<file path="src/hw/rtl/jtcm_pkg.sv">
package jtcm_pkg;

  localparam int FRAC_BITS = 14;
  localparam int ONE       = 1 << FRAC_BITS;
  localparam int HALF      = ONE / 2;
  localparam int OUT_MAX   = 32767;
  localparam int OUT_MIN   = -32768;

  localparam int COORD_W  = 16;
  localparam int MUL_IN_W = COORD_W + 2;      // 3*u fits in two more bits
  localparam int PROD_W   = 2 * MUL_IN_W;
  localparam int SQ_W     = 24;               // squares of the scaled point and w
  localparam int SQ2_W    = 2 * SQ_W;
  localparam int Q_W      = 32;               // q components and |w|^2
  localparam int QP_W     = Q_W + SQ_W;
  localparam int NUM_W    = 40;               // numerators of the quotient
  localparam int DEN_W    = 32;               // 3*|w|^2
  localparam int MAG_W    = NUM_W - 1;
  localparam int DVD_W    = MAG_W + FRAC_BITS;
  localparam int QBITS    = 17;               // any larger quotient clips the output
  localparam int REM_W    = DEN_W + QBITS;

  localparam int FRONT_STAGES = 6;
  localparam int DIV_STAGES   = QBITS + 2;
  localparam int PIPE_DEPTH   = FRONT_STAGES + DIV_STAGES + 1;

  typedef enum logic [2:0] {
    REG_MODE = 3'd0,
    REG_P0   = 3'd1,
    REG_P1   = 3'd2,
    REG_P2   = 3'd3,
    REG_P3   = 3'd4
  } reg_idx_e;

  typedef struct packed {
    logic signed [COORD_W-1:0] u_coord;
    logic signed [COORD_W-1:0] v_coord;
  } in_item_t;

  typedef struct packed {
    logic signed [COORD_W-1:0] tex_x;
    logic signed [COORD_W-1:0] tex_y;
    logic                      saturated;
  } out_item_t;

  typedef struct packed {
    logic                      rational_mode;
    logic signed [COORD_W-1:0] param_p0;
    logic signed [COORD_W-1:0] param_p1;
    logic signed [COORD_W-1:0] param_p2;
    logic signed [COORD_W-1:0] param_p3;
  } cfg_t;

  typedef struct packed {
    logic             neg;
    logic             ovf;
    logic [QBITS-1:0] quot;
  } div_out_t;

endpackage

</file>
<file path="src/hw/rtl/jtcm_out.sv">
module jtcm_out (
  input  logic                              clk,
  input  logic                              en,
  input  logic                              rational_mode,
  input  jtcm_pkg::div_out_t                div_x,
  input  jtcm_pkg::div_out_t                div_y,
  input  logic signed [jtcm_pkg::SQ_W-1:0]  quad_x,
  input  logic signed [jtcm_pkg::SQ_W-1:0]  quad_y,
  output jtcm_pkg::out_item_t               item
);

  localparam int W = jtcm_pkg::COORD_W;

  logic [W:0] cx, cy;

  function automatic logic [W:0] clamp16(input logic signed [jtcm_pkg::SQ_W-1:0] x);
    logic [W:0] r;
    if (x > jtcm_pkg::SQ_W'(jtcm_pkg::OUT_MAX)) begin
      r = {1'b1, W'(jtcm_pkg::OUT_MAX)};
    end else if (x < jtcm_pkg::SQ_W'(jtcm_pkg::OUT_MIN)) begin
      r = {1'b1, W'(jtcm_pkg::OUT_MIN)};
    end else begin
      r = {1'b0, W'(x)};
    end
    return r;
  endfunction

  // Signed quotient, plus one, halved with rounding toward minus infinity.
  function automatic logic [W:0] finish(input jtcm_pkg::div_out_t d);
    logic signed [jtcm_pkg::SQ_W-1:0] q;
    logic signed [jtcm_pkg::SQ_W-1:0] x;
    logic [W:0] r;
    q = jtcm_pkg::SQ_W'({1'b0, d.quot});
    x = d.neg ? -q : q;
    if (d.ovf) begin
      r = d.neg ? {1'b1, W'(jtcm_pkg::OUT_MIN)} : {1'b1, W'(jtcm_pkg::OUT_MAX)};
    end else begin
      r = clamp16((x + jtcm_pkg::SQ_W'(jtcm_pkg::ONE)) >>> 1);
    end
    return r;
  endfunction

  always_comb begin
    if (rational_mode) begin
      cx = finish(div_x);
      cy = finish(div_y);
    end else begin
      cx = clamp16(quad_x);
      cy = clamp16(quad_y);
    end
  end

  always_ff @(posedge clk) begin
    if (en) begin
      item.tex_x     <= cx[W-1:0];
      item.tex_y     <= cy[W-1:0];
      item.saturated <= cx[W] | cy[W];
    end
  end

endmodule
</file>
<file path="config.mk">
export PLATFORM = sky130hd
export DESIGN_NAME = jtcm_out
export DESIGN_NICKNAME = d
export VERILOG_FILES = /design/src/hw/rtl/jtcm_pkg.sv /design/src/hw/rtl/jtcm_out.sv
export SDC_FILE = /design/constraint.sdc
export NUM_CORES = 1
export LEC_CHECK = 0
export ABC_AREA = 0
export BUFFER_PORTS_ARGS = -buffer_cell sky130_fd_sc_hd__buf_2
export CAP_MARGIN = 0
export CELL_PAD_IN_SITES_DETAIL_PLACEMENT = 1
export CELL_PAD_IN_SITES_GLOBAL_PLACEMENT = 1
export CORE_ASPECT_RATIO = 0.75
export CORE_MARGIN = 5
export CORE_UTILIZATION = 39
export DETAILED_ROUTE_END_ITERATION = 8
export HOLD_SLACK_MARGIN = 0.05
export PLACE_DENSITY_LB_ADDON = 0.25
export SKIP_CTS_REPAIR_TIMING = 1
export SLEW_MARGIN = 20
export SYNTH_ARGS = -nofsm -noshare
export SYNTH_HDL_FRONTEND = slang
export SYNTH_SLANG_ARGS = --single-unit
</file>
<file path="constraint.sdc">
create_clock -name clk -period 8 [get_ports clk]
set_clock_uncertainty 0.2 [all_clocks]
set_input_delay 0.8 -clock clk [delete_from_list [all_inputs] [get_ports clk]]
set_output_delay 0.8 -clock clk [all_outputs]
set_load 0.005 [all_outputs]
</file>
After elaboration in Yosys (flattened, before gate mapping)
Cells that the tools add are included.
W data, S select, Z words.
- mux-type cells: 16
- $lt $le $gt $ge: 8
- $add $sub $neg: 4
- bitwise operators: 1
- operators with widths (cell ; number):
    $mux W17 ; 12
    $add A24 B16 Y24 const B ; 2
    $gt A24 B16 Y1 const B ; 2
    $lt A24 B16 Y1 const B ; 2
    $mux W24 ; 2
    $neg A17 Y24 ; 2
    $gt A23 B16 Y1 const B ; 2
    $lt A23 B16 Y1 const B ; 2
    $mux W16 ; 2
    $or A1 B1 Y1 ; 1
- output and inout port bits: 33
- input bits: 89
- logic and storage cells: 32
- bits in registers: 33

Logic depth before layout (Yosys ltp)
Gate-level depths: netlist (run 1).
- depth in word-level cells: 9
- depth in mapped cells: 16
- depth with buffers taken out: 14

Least setup slack after synthesis (run 1)
Ideal clock, no wire load.
- path type: input to register
- start: in div_y[0] in the netlist's numbering
- end: reg item[15] in the netlist's numbering, data pin
- data required time: 7522 ps
- buffers on the path: 2
- setup time: 278 ps
- arrival time: 3706 ps
- path slack: 3816 ps
- stages: 14
- cells stage by stage: inv_1 -> ha_1 -> or3b_1 -> clkbuf_1 -> or4_1 -> nor3b_1 -> or2_2 -> ha_1 -> nor4_1 -> a211oi_2 -> o211ai_2 -> nor2b_1 -> buf_4 -> a22oi_1
- longest elaborated chain between the ends: 8
- elaborated cells between the ends (all ways): 9
- those cells by class: add/sub: 2; order compare: 2; mux: 5
- RTL lines (element ; line ; text):
    start, declared ; jtcm_out.sv:6 ; input jtcm_pkg::div_out_t div_y,
    $neg A17 Y24 ; jtcm_out.sv:34 ; x = d.neg ? -q : q;
    $mux W24 * ; jtcm_out.sv:34 ;
    $add A24 B16 Y24 * ; jtcm_out.sv:38 ; r = clamp16((x + jtcm_pkg::SQ_W'(jtcm_pkg::ONE)) >>> 1);
    $lt A23 B16 Y1 ; jtcm_out.sv:20 ; end else if (x < jtcm_pkg::SQ_W'(jtcm_pkg::OUT_MIN)) begin
    $mux W17 ; jtcm_out.sv:20 ;
    $mux W17 * ; jtcm_out.sv:18 ; if (x > jtcm_pkg::SQ_W'(jtcm_pkg::OUT_MAX)) begin
    $mux W17 * ; jtcm_out.sv:35 ; if (d.ovf) begin
    $mux W17 * ; jtcm_out.sv:44 ; if (rational_mode) begin
    named net cy[14] ; jtcm_out.sv:14 ; logic [W:0] cx, cy;
    end, declared ; jtcm_out.sv:9 ; output jtcm_pkg::out_item_t item
The timed path passes the listed nets; every way through them passes the cells marked *.
A chain may end at the register's enable or synchronous reset.

Worst setup path after layout (run 1)
- start: in div_y[1] in the netlist's numbering
- end: reg item[6] in the netlist's numbering, data pin
Same word-level chain as after synthesis.

==> results.cfg, run 1 <==
[global_route]
grt_overflow_total = 0
gr-usage-all-layers = 0.2152
grt_max_degree = 34
grt_pass1_vias = 3573
antenna_found_initial = 0
grt_pass1_wl_um = 18440

[power]
p_per_area_nw_per_um2 = 158.7
leakage_nw = 1.647
p_sw_frac = 0.2843
power.switching_mw = 0.1856
p_comb_frac = 0.275
pwr-share-clk = 0.388
total_power_mw = 0.6527
pwr-share-seq = 0.337
peakVddDrop_mv = 0.1186
internal-power_mw = 0.4672

[sta]
worst_pin_slew_ps = 1094
slew_headroom = 0.2682
hold_violations = 0
finalMaxSlewViolations = 0
setup_violations = 0
rsz0062_at_grt = no
holdWs_ps = 639.2
tns_ps = 0
fin_crit_ps = 4688
fmax_mhz = 213.3
fin_crit_sh = 0.5860

[synth]
synth_top_area_frac = 0.2999
synth_top_family_by_area = compound AO/OA/AOI/OAI gates
yosysMostFrequentCell = nand2_1
syn_inst = 391
syn_nets = 486
ys_async_sr_fraction = 0
ys_seq_area_frac = 0.2999
yosysUniqueCellTypes = 73
synthSimpleGateAreaFrac = 0.2514
synth_flop_cell = edfxtp_1
synth.avg_cell_area_um2 = 8.451
yosysWarnings = 0
synth.area.top_cells = edfxtp_1 (30%), a21oi_1 (5.1%), xnor2_1 (4.5%)
synth.mux.area_fraction = 0.006437
synth_area_leader_cell = edfxtp_1
synth_xor_area_frac = 0.07686
synth_common_cells = nand2_1 (38), a21oi_1 (34), edfxtp_1 (33)
synthAdderAreaFrac = 0.02272
syn_area_um2 = 3304
synth-compound-area-share = 0.2821
synth_edf_count = 33
synth_seq_cells = 33

[finish]
syn2layout_area_growth_pct = 24.50
top_register = item
largestRegisters = item: 33 flops
utilization = 0.4930
drive_gt1_frac = 0.3117
stdcell_area_um2 = 4114
num-nets-final = 588
largest_reg_flops = 33
n_antenna_cell = 0

[clocking]
htree_levels = 2
cts_buffers = 5
cts_max_path_buffers = 2
cts_root_buf = clkbuf_16
cts_sinks = 33
clkTransAtPathRegs_ps = 60
cts_tree = done

[die]
coreArea_um2 = 8346
pin_count = 122
die_h_um = 89.72
die_area_um2 = 10430
fp-row-count = 29
initial_core_util = 0.3960
dieWidth_um = 116.3

[job]
max_cap_violations = 0

[placed_design]
place_area_um2 = 3924
globalplace.congestion = 0.8408
portBuffers = 121
dpl.hpwl_um = 9183

[drt]
drt_iter0_markers = 217
drtAntennaViolNets = 0
viasPerCell = 5.947
firstDrtPassIters = 4
routed_wl_um = 11780
wl_per_cell_um = 19.57
dr_total_vias = 3580
drcViolationCount = 0

[run_status]
status = complete, no violations

[worst_setup_path]
crit_fanout = 7
crit_path_start_kind = primary input
criticalPathCategory = in -> reg
critPathCaptureType = register
arrival_ps = 4460
cp.required_ps = 7770

[min_path]
hold_path_class = in -> reg
## stage by stage
stage | setup slack, ps | cells
global route | 3049 | 602
detailed placement | 3075 | 594
CTS | 3377 | 602
finish | 3312 | 602
floorplan | 3816 | 391
global placement | 3243 | 594
## area by class of cell
| class | count | area (um2) |
|---|---|---|
| Fill cell | 1040 | 4232 |
| Multi-Input combinational cell | 313 | 2113 |
| Sequential cell | 33 | 991.0 |
| Timing Repair Buffer | 123 | 620.6 |
| Tap cell | 108 | 135.1 |
| Clock buffer | 5 | 125.1 |
| Clock inverter | 3 | 65.06 |
| Inverter | 17 | 63.81 |
## layout by cell type (no fill, tap or decap), drive strengths merged, types with 3 or more instances in the layout
cell type	n
clkbuf	5
or2	7
edfxtp	33
nor2	12
nor3	5
a22oi	7
o41ai	6
o21a	5
a2bb2oi	5
nand4	5
inv	17
o31ai	12
a21oi	35
buf	123
and2b	3
ha	6
nand3	4
nand2	38
nor3b	3
xor2	12
or3	8
a211oi	6
a31oi	4
nand2b	12
o211a	3
nor2b	7
and4	3
nor4	13
xnor2	17
o211ai	3
and3	5
o21ai	25
a221oi	4
or4	9
## critical path: stages
cell and delay (ps):
buf_2 130, inv_1 60, ha_1 270, or3b_1 510, or4_1 570, nor3b_1 170, or2_2 310, ha_1 300
nor4_1 390, a211oi_2 80, o211ai_2 190, nor2b_1 480, a22oi_1 200
## logic make-up (layout without fill, tap and decap cells)
group / Yosys count / count (layout)
xor+xnor: 29 / 29
mux: 2 / 2
flops: 33 / 33
buf+inv: 45 / 148
compound gates: 133 / 133
simple gates: 143 / 143
fa+ha+maj: 6 / 6
## power by group through the flow
stage	clock, mW	sequential (mW)	combinational, mW
2_1_floorplan	0	0.225	0.0968
3_3_place_gp	0	0.223	0.172
3_5_place_dp	0	0.224	0.178
4_1_cts	0.258	0.220	0.179
5_1_grt	0.263	0.222	0.197
6_report	0.253	0.220	0.179
## final timing paths
kind,from,to,slack (ps),cells after the start
min,quad_y[23],item[16],640,2
max,div_y[1],item[6],3310,13
## metal layers
metal | vias to the layer above | part of all wire | GRT usage
met3 | 7 | 0.076 | 0.03758
met1 | 1743 | 0.48 | 0.3246
li1 | 1696 | - | -
met2 | 134 | 0.44 | 0.3324
met4 | 0 | 0.0045 | 0.01836
met5 | - | 0 | 0
(Power assumes the default switching activity.)
==> run 2, diff against run 1 <==
--- a/config.mk
+++ b/config.mk
@@ -5,14 +5,14 @@
 export SDC_FILE = /design/constraint.sdc
 export NUM_CORES = 1
 export LEC_CHECK = 0
-export ABC_AREA = 0
+export ABC_AREA = 1
 export BUFFER_PORTS_ARGS = -buffer_cell sky130_fd_sc_hd__buf_2
 export CAP_MARGIN = 0
 export CELL_PAD_IN_SITES_DETAIL_PLACEMENT = 1
 export CELL_PAD_IN_SITES_GLOBAL_PLACEMENT = 1
 export CORE_ASPECT_RATIO = 0.75
 export CORE_MARGIN = 5
-export CORE_UTILIZATION = 39
+export CORE_UTILIZATION = 31
 export DETAILED_ROUTE_END_ITERATION = 8
 export HOLD_SLACK_MARGIN = 0.05
 export PLACE_DENSITY_LB_ADDON = 0.25
==> constraint.sdc (replaced) <==
create_clock -name clk -period 4.2 [get_ports clk]
set_clock_uncertainty 0.2 [all_clocks]
set_input_delay 0.42 -clock clk [delete_from_list [all_inputs] [get_ports clk]]
set_output_delay 0.42 -clock clk [all_outputs]
set_load 0.005 [all_outputs]
==> results.cfg, run 2 <==
[run_status]
status = complete, no violations

[synth]
syn_inst = 535
synth_edf_count = 33
synthSimpleGateAreaFrac = 0.4442
yosysUniqueCellTypes = 35
synth.area.top_cells = edfxtp_1 (30%), nand2_1 (25%), a21oi_1 (9.7%)
synth_xor_area_frac = 0.01056
synth_flop_cell = edfxtp_1
yosysMostFrequentCell = nand2_1
synth_seq_cells = 33
synth_common_cells = nand2_1 (219), a21oi_1 (64), nor2_1 (47)
ys_seq_area_frac = 0.2986
synth_area_leader_cell = edfxtp_1
yosysWarnings = 0
syn_nets = 630
synth.mux.area_fraction = 0
synth-compound-area-share = 0.1388
synth_top_area_frac = 0.2986
synth_top_family_by_area = simple AND/OR/NAND/NOR gates
synthAdderAreaFrac = 0.02262
syn_area_um2 = 3318
synth.avg_cell_area_um2 = 6.202
ys_async_sr_fraction = 0

[finish]
multi_input_area_um2 = 2062
largest_reg_flops = 33
largestRegisters = item: 33 flops
n_antenna_cell = 0
final_common_cell = nand2_1
seqCellArea_um2 = 991.0
n_fill_cell = 1420
final_cell_mix = nand2_1 (219), buf_2 (121), a21oi_1 (63), nor2_1 (47), inv_1 (43)
drive_gt1_frac = 0.2427
num-nets-final = 741
stdcell_area_um2 = 4179
top_register = item
syn2layout_area_growth_pct = 25.94

[power]
total_power_mw = 1.178
p_per_area_nw_per_um2 = 281.9
peakVddDrop_mv = 0.1226
leakage_nw = 2.136

[placed_design]
dpl.hpwl_um = 9674
pre_cts_ws_ps = 906.4
globalplace.congestion = 0.8839
place_area_um2 = 4008
portBuffers = 121

[global_route]
use_met3 = 0.02576
antenna_found_initial = 0
grt_overflow_total = 0
top_usage_layer = met1
use_met2 = 0.2580
grt_max_degree = 34
gr-usage-all-layers = 0.1772
grt_pass1_wl_um = 18750
grt_use_met1 = 0.2798
grt_pass1_vias = 3740

[die]
die_area_um2 = 12890
coreArea_um2 = 10370
dieWidth_um = 129.5
initial_core_util = 0.3200
fp-row-count = 32
die_h_um = 99.60
pin_count = 122

[job]
max_cap_violations = 0

[sta]
holdWs_ps = 279.1
fin_crit_ps = 2996
hold_violations = 0
worst_pin_slew_ps = 788.6
setup_ws_ps = 1204
slew_headroom = 0.4743
tns_ps = 0
finalMaxSlewViolations = 0
rsz0062_at_grt = no
fin_crit_sh = 0.7133
setup_violations = 0
fmax_mhz = 333.8

[min_path]
worstHoldPathCells = 3
hold_path_class = in -> reg
min-delay-start = quad_x[23]
worstHoldEndpoint = item[32]

[drt]
routed_wl_um = 11760
wl_per_cell_um = 15.02
firstDrtPassIters = 4
drtAntennaViolNets = 0
drt_iter0_markers = 184
viasPerCell = 4.870
dr_total_vias = 3813
drcViolationCount = 0

[worst_setup_path]
crit_fanout = 16
slowest_stage = ha_1
criticalPathCategory = in -> reg
path_buf_inv = 4
arrival_ps = 2900
path_delay_family = simple AND/OR/NAND/NOR gates
cpMostUsedCell = nand2_1
crit_path_start_kind = primary input
path_cells = buf_2 -> inv_1 -> ha_1 -> nand3_2 -> nor2_2 -> nand2_1 -> nand3_1 -> nand2_2 -> inv_1 -> ha_1 -> inv_1 -> nor2_1 -> nand3_1 -> nor2_1 -> nand2_1 -> nor2_1 -> nand3_1 -> nand4_1 -> nand2_2 -> nand2_1 -> nand2_1 -> a21oi_1
cp.required_ps = 4100
critPathCaptureType = register
crit_path_max_incr_delay_ps = 210

[clocking]
cts_sinks = 33
cts_buffers = 5
cts_tree = done
clkTransAtPathRegs_ps = 50
cts_root_buf = clkbuf_16
htree_levels = 2
cts_max_path_buffers = 2
## run 2: cell count changes in the layout (fill, tap and decap cells not counted), moves of 16 or more
cell,delta
nand2_1,+181
nor2_1,+35
a21oi_1,+29
nand3_1,+27
inv_1,+26
xnor2_1,-16
## run 2: how the worst max path moves through the flow
stage / to / cells after the start / from / slack (ps)
floorplan: item[0] / 21 / div_y[1] / 1430
global placement: item[1] / 21 / div_y[1] / 1030
detailed placement: item[5] / 22 / div_y[1] / 910
CTS: item[5] / 22 / div_y[1] / 1180
global route: item[5] / 22 / div_y[1] / 890
finish: item[5] / 22 / div_y[1] / 1200
## run 2: through the flow
stage	std cells	utilization
5_1_grt	783	0.4030
4_1_cts	783	0.4021
2_1_floorplan	535	-
6_report	783	0.4030
3_3_place_gp	775	0.3861
3_5_place_dp	775	0.3865
## run 2: cell families after synthesis
| logic type | Yosys count |
|---|---|
| compound gates | 85 |
| xor+xnor | 4 |
| fa+ha+maj | 6 |
| buf+inv | 65 |
| flops | 33 |
| simple gates | 342 |
## run 2: area by class of cell
cell class                 count  area share
clock buffer                   6     0.03084
clock inverter                 2    0.008084
inverter                      46     0.04132
multi-input combinational    437      0.4934
sequential                    33      0.2371
tap                          136     0.04072
timing repair buffer         123      0.1485
## run 2: layer usage
metal,vias up,share of wire,routed length (um)
li1,1967,-,-
met1,1732,0.53,6201
met2,110,0.40,4663
met3,4,0.073,853
met4,0,0.0036,42
met5,-,0,0
## run 2: report_power, final
group          internal, mW  total [mW]  switching (mW)
Sequential            0.406       0.416          0.0103
Combinational         0.130       0.358           0.228
Clock                 0.278       0.404           0.126
Total                 0.813        1.18           0.365
==> run 3, diff against run 2 <==
--- a/config.mk
+++ b/config.mk
@@ -12,7 +12,7 @@
 export CELL_PAD_IN_SITES_GLOBAL_PLACEMENT = 1
 export CORE_ASPECT_RATIO = 0.75
 export CORE_MARGIN = 5
-export CORE_UTILIZATION = 31
+export CORE_UTILIZATION = 34
 export DETAILED_ROUTE_END_ITERATION = 8
 export HOLD_SLACK_MARGIN = 0.05
 export PLACE_DENSITY_LB_ADDON = 0.25
==> constraint.sdc (replaced) <==
create_clock -name clk -period 2.9 [get_ports clk]
set_clock_uncertainty 0.2 [all_clocks]
set_input_delay 0.29 -clock clk [delete_from_list [all_inputs] [get_ports clk]]
set_output_delay 0.29 -clock clk [all_outputs]
set_load 0.005 [all_outputs]
==> results.cfg, run 3 (same netlist as run 2, synthesis figures left out) <==
[global_route]
grt_max_degree = 34
grt_pass1_vias = 3913
top_usage_layer = met1
use_met2 = 0.2941
antenna_found_initial = 0
use_met3 = 0.03203
gr-usage-all-layers = 0.1964
grt_use_met1 = 0.2979
grt_pass1_wl_um = 18950
grt_overflow_total = 0

[die]
dieWidth_um = 124.1
coreArea_um2 = 9580
die_area_um2 = 11860
fp-row-count = 31
initial_core_util = 0.3463
pin_count = 122
die_h_um = 95.56

[placed_design]
portBuffers = 121
dpl.hpwl_um = 9874
globalplace.congestion = 0.8732
placedCellCount = 789
place_area_um2 = 4146

[power]
peakVddDrop_mv = 0.2091
p_per_area_nw_per_um2 = 393.6
total_power_mw = 1.757
leakage_nw = 2.264

[clocking]
cts_sinks = 33
cts_tree = done
cts_max_path_buffers = 2
clkTransAtPathRegs_ps = 50
cts_buffers = 5
htree_levels = 2
cts_root_buf = clkbuf_16

[finish]
num-nets-final = 766
drive_gt1_frac = 0.3095
syn2layout_area_growth_pct = 34.54
finalNonFillerCells = 804
top_register = item
largestRegisters = item: 33 flops
multi_input_area_um2 = 2167
final_common_cell = nand2_1
stdcell_area_um2 = 4464
n_antenna_cell = 0
final_cell_mix = nand2_1 (215), buf_2 (121), a21oi_1 (52), nor2_1 (43), inv_1 (40)
n_fill_cell = 1336
seqCellArea_um2 = 991.0
largest_reg_flops = 33

[drt]
firstDrtPassIters = 4
routed_wl_um = 11930
drt_iter0_markers = 212
drcViolationCount = 0
drtAntennaViolNets = 0
viasPerCell = 4.912
dr_total_vias = 3949
wl_per_cell_um = 14.84

[sta]
fin_crit_ps = 2642
finalMaxSlewViolations = 0
holdWs_ps = 151.5
slew_headroom = 0.4984
setup_violations = 0
fin_crit_sh = 0.9111
tns_ps = 0
worst_pin_slew_ps = 752.4
hold_violations = 0
fmax_mhz = 378.5

[min_path]
hold_path_class = in -> reg
worstHoldPathCells = 3

[worst_setup_path]
critPathCaptureType = register
crit_path_start_kind = primary input
arrival_ps = 2470
cp.required_ps = 2730
criticalPathCategory = in -> reg
crit_fanout = 8

[run_status]
status = complete, no violations

[job]
max_cap_violations = 0
## run 3: changes by cell type in the layout (fill, tap and decap cells not counted), moves of 2 or more
| cell | delta |
|---|---|
| a21oi_1 | -11 |
| a21oi_2 | +11 |
| buf_4 | +22 |
| ha_1 | -2 |
| inv_1 | -3 |
| inv_2 | +3 |
| nand2_1 | -4 |
| nand2_2 | +3 |
| nand2_4 | +3 |
| nand3_1 | -2 |
| nand3_2 | +2 |
| nor2_1 | -4 |
| nor2_2 | +4 |
## run 3: through the flow
stage,utilization,setup WS (ps)
2_1_floorplan,-,257.1
3_3_place_gp,0.4328,30.90
3_5_place_dp,0.4328,-83.68
4_1_cts,0.4498,192.0
5_1_grt,0.4660,-5.161
6_report,0.4660,257.8
## run 3: report_power, final
part           internal, mW  switching (mW)  total (mW)  leakage, nW
clock                 0.402           0.185       0.587       0.0785
combinational         0.221           0.347       0.568         1.86
sequential            0.587          0.0149       0.602        0.325
total                  1.21           0.547        1.76         2.26
## run 3: final timing paths
path	slack (ps)	to	from
setup / recovery	260	item[1]	div_y[0]
hold / removal	150	item[32]	quad_x[23]
## run 3: metal layers
metal / routed length, um / share of wire / vias to the layer above
li1: - / - / 2023
met1: 6064 / 0.51 / 1808
met2: 4878 / 0.41 / 108
met3: 896 / 0.075 / 10
met4: 89 / 0.0075 / 0
met5: 0 / 0 / -
## run 3: critical path: stages
cell,delay [ps]
buf_2,100
inv_2,80
ha_4,140
nand3_2,90
nor2_2,110
nand2_1,80
nand2_1,60
nand2_1,70
nand2_2,100
inv_1,70
ha_1,290
inv_1,70
nand3_1,80
nand2_1,80
inv_1,40
nand3_1,60
nand4_1,230
nand2_4,220
nand2_1,80
nand2_1,90
a21oi_2,60
## run 3: area by class of cell
type | count | share of cell area
Clock inverter | 2 | 0.007567
Sequential cell | 33 | 0.2220
Inverter | 46 | 0.03868
Clock buffer | 6 | 0.02887
Tap cell | 132 | 0.03700
Multi-Input combinational cell | 439 | 0.4854
Timing Repair Buffer | 146 | 0.1805
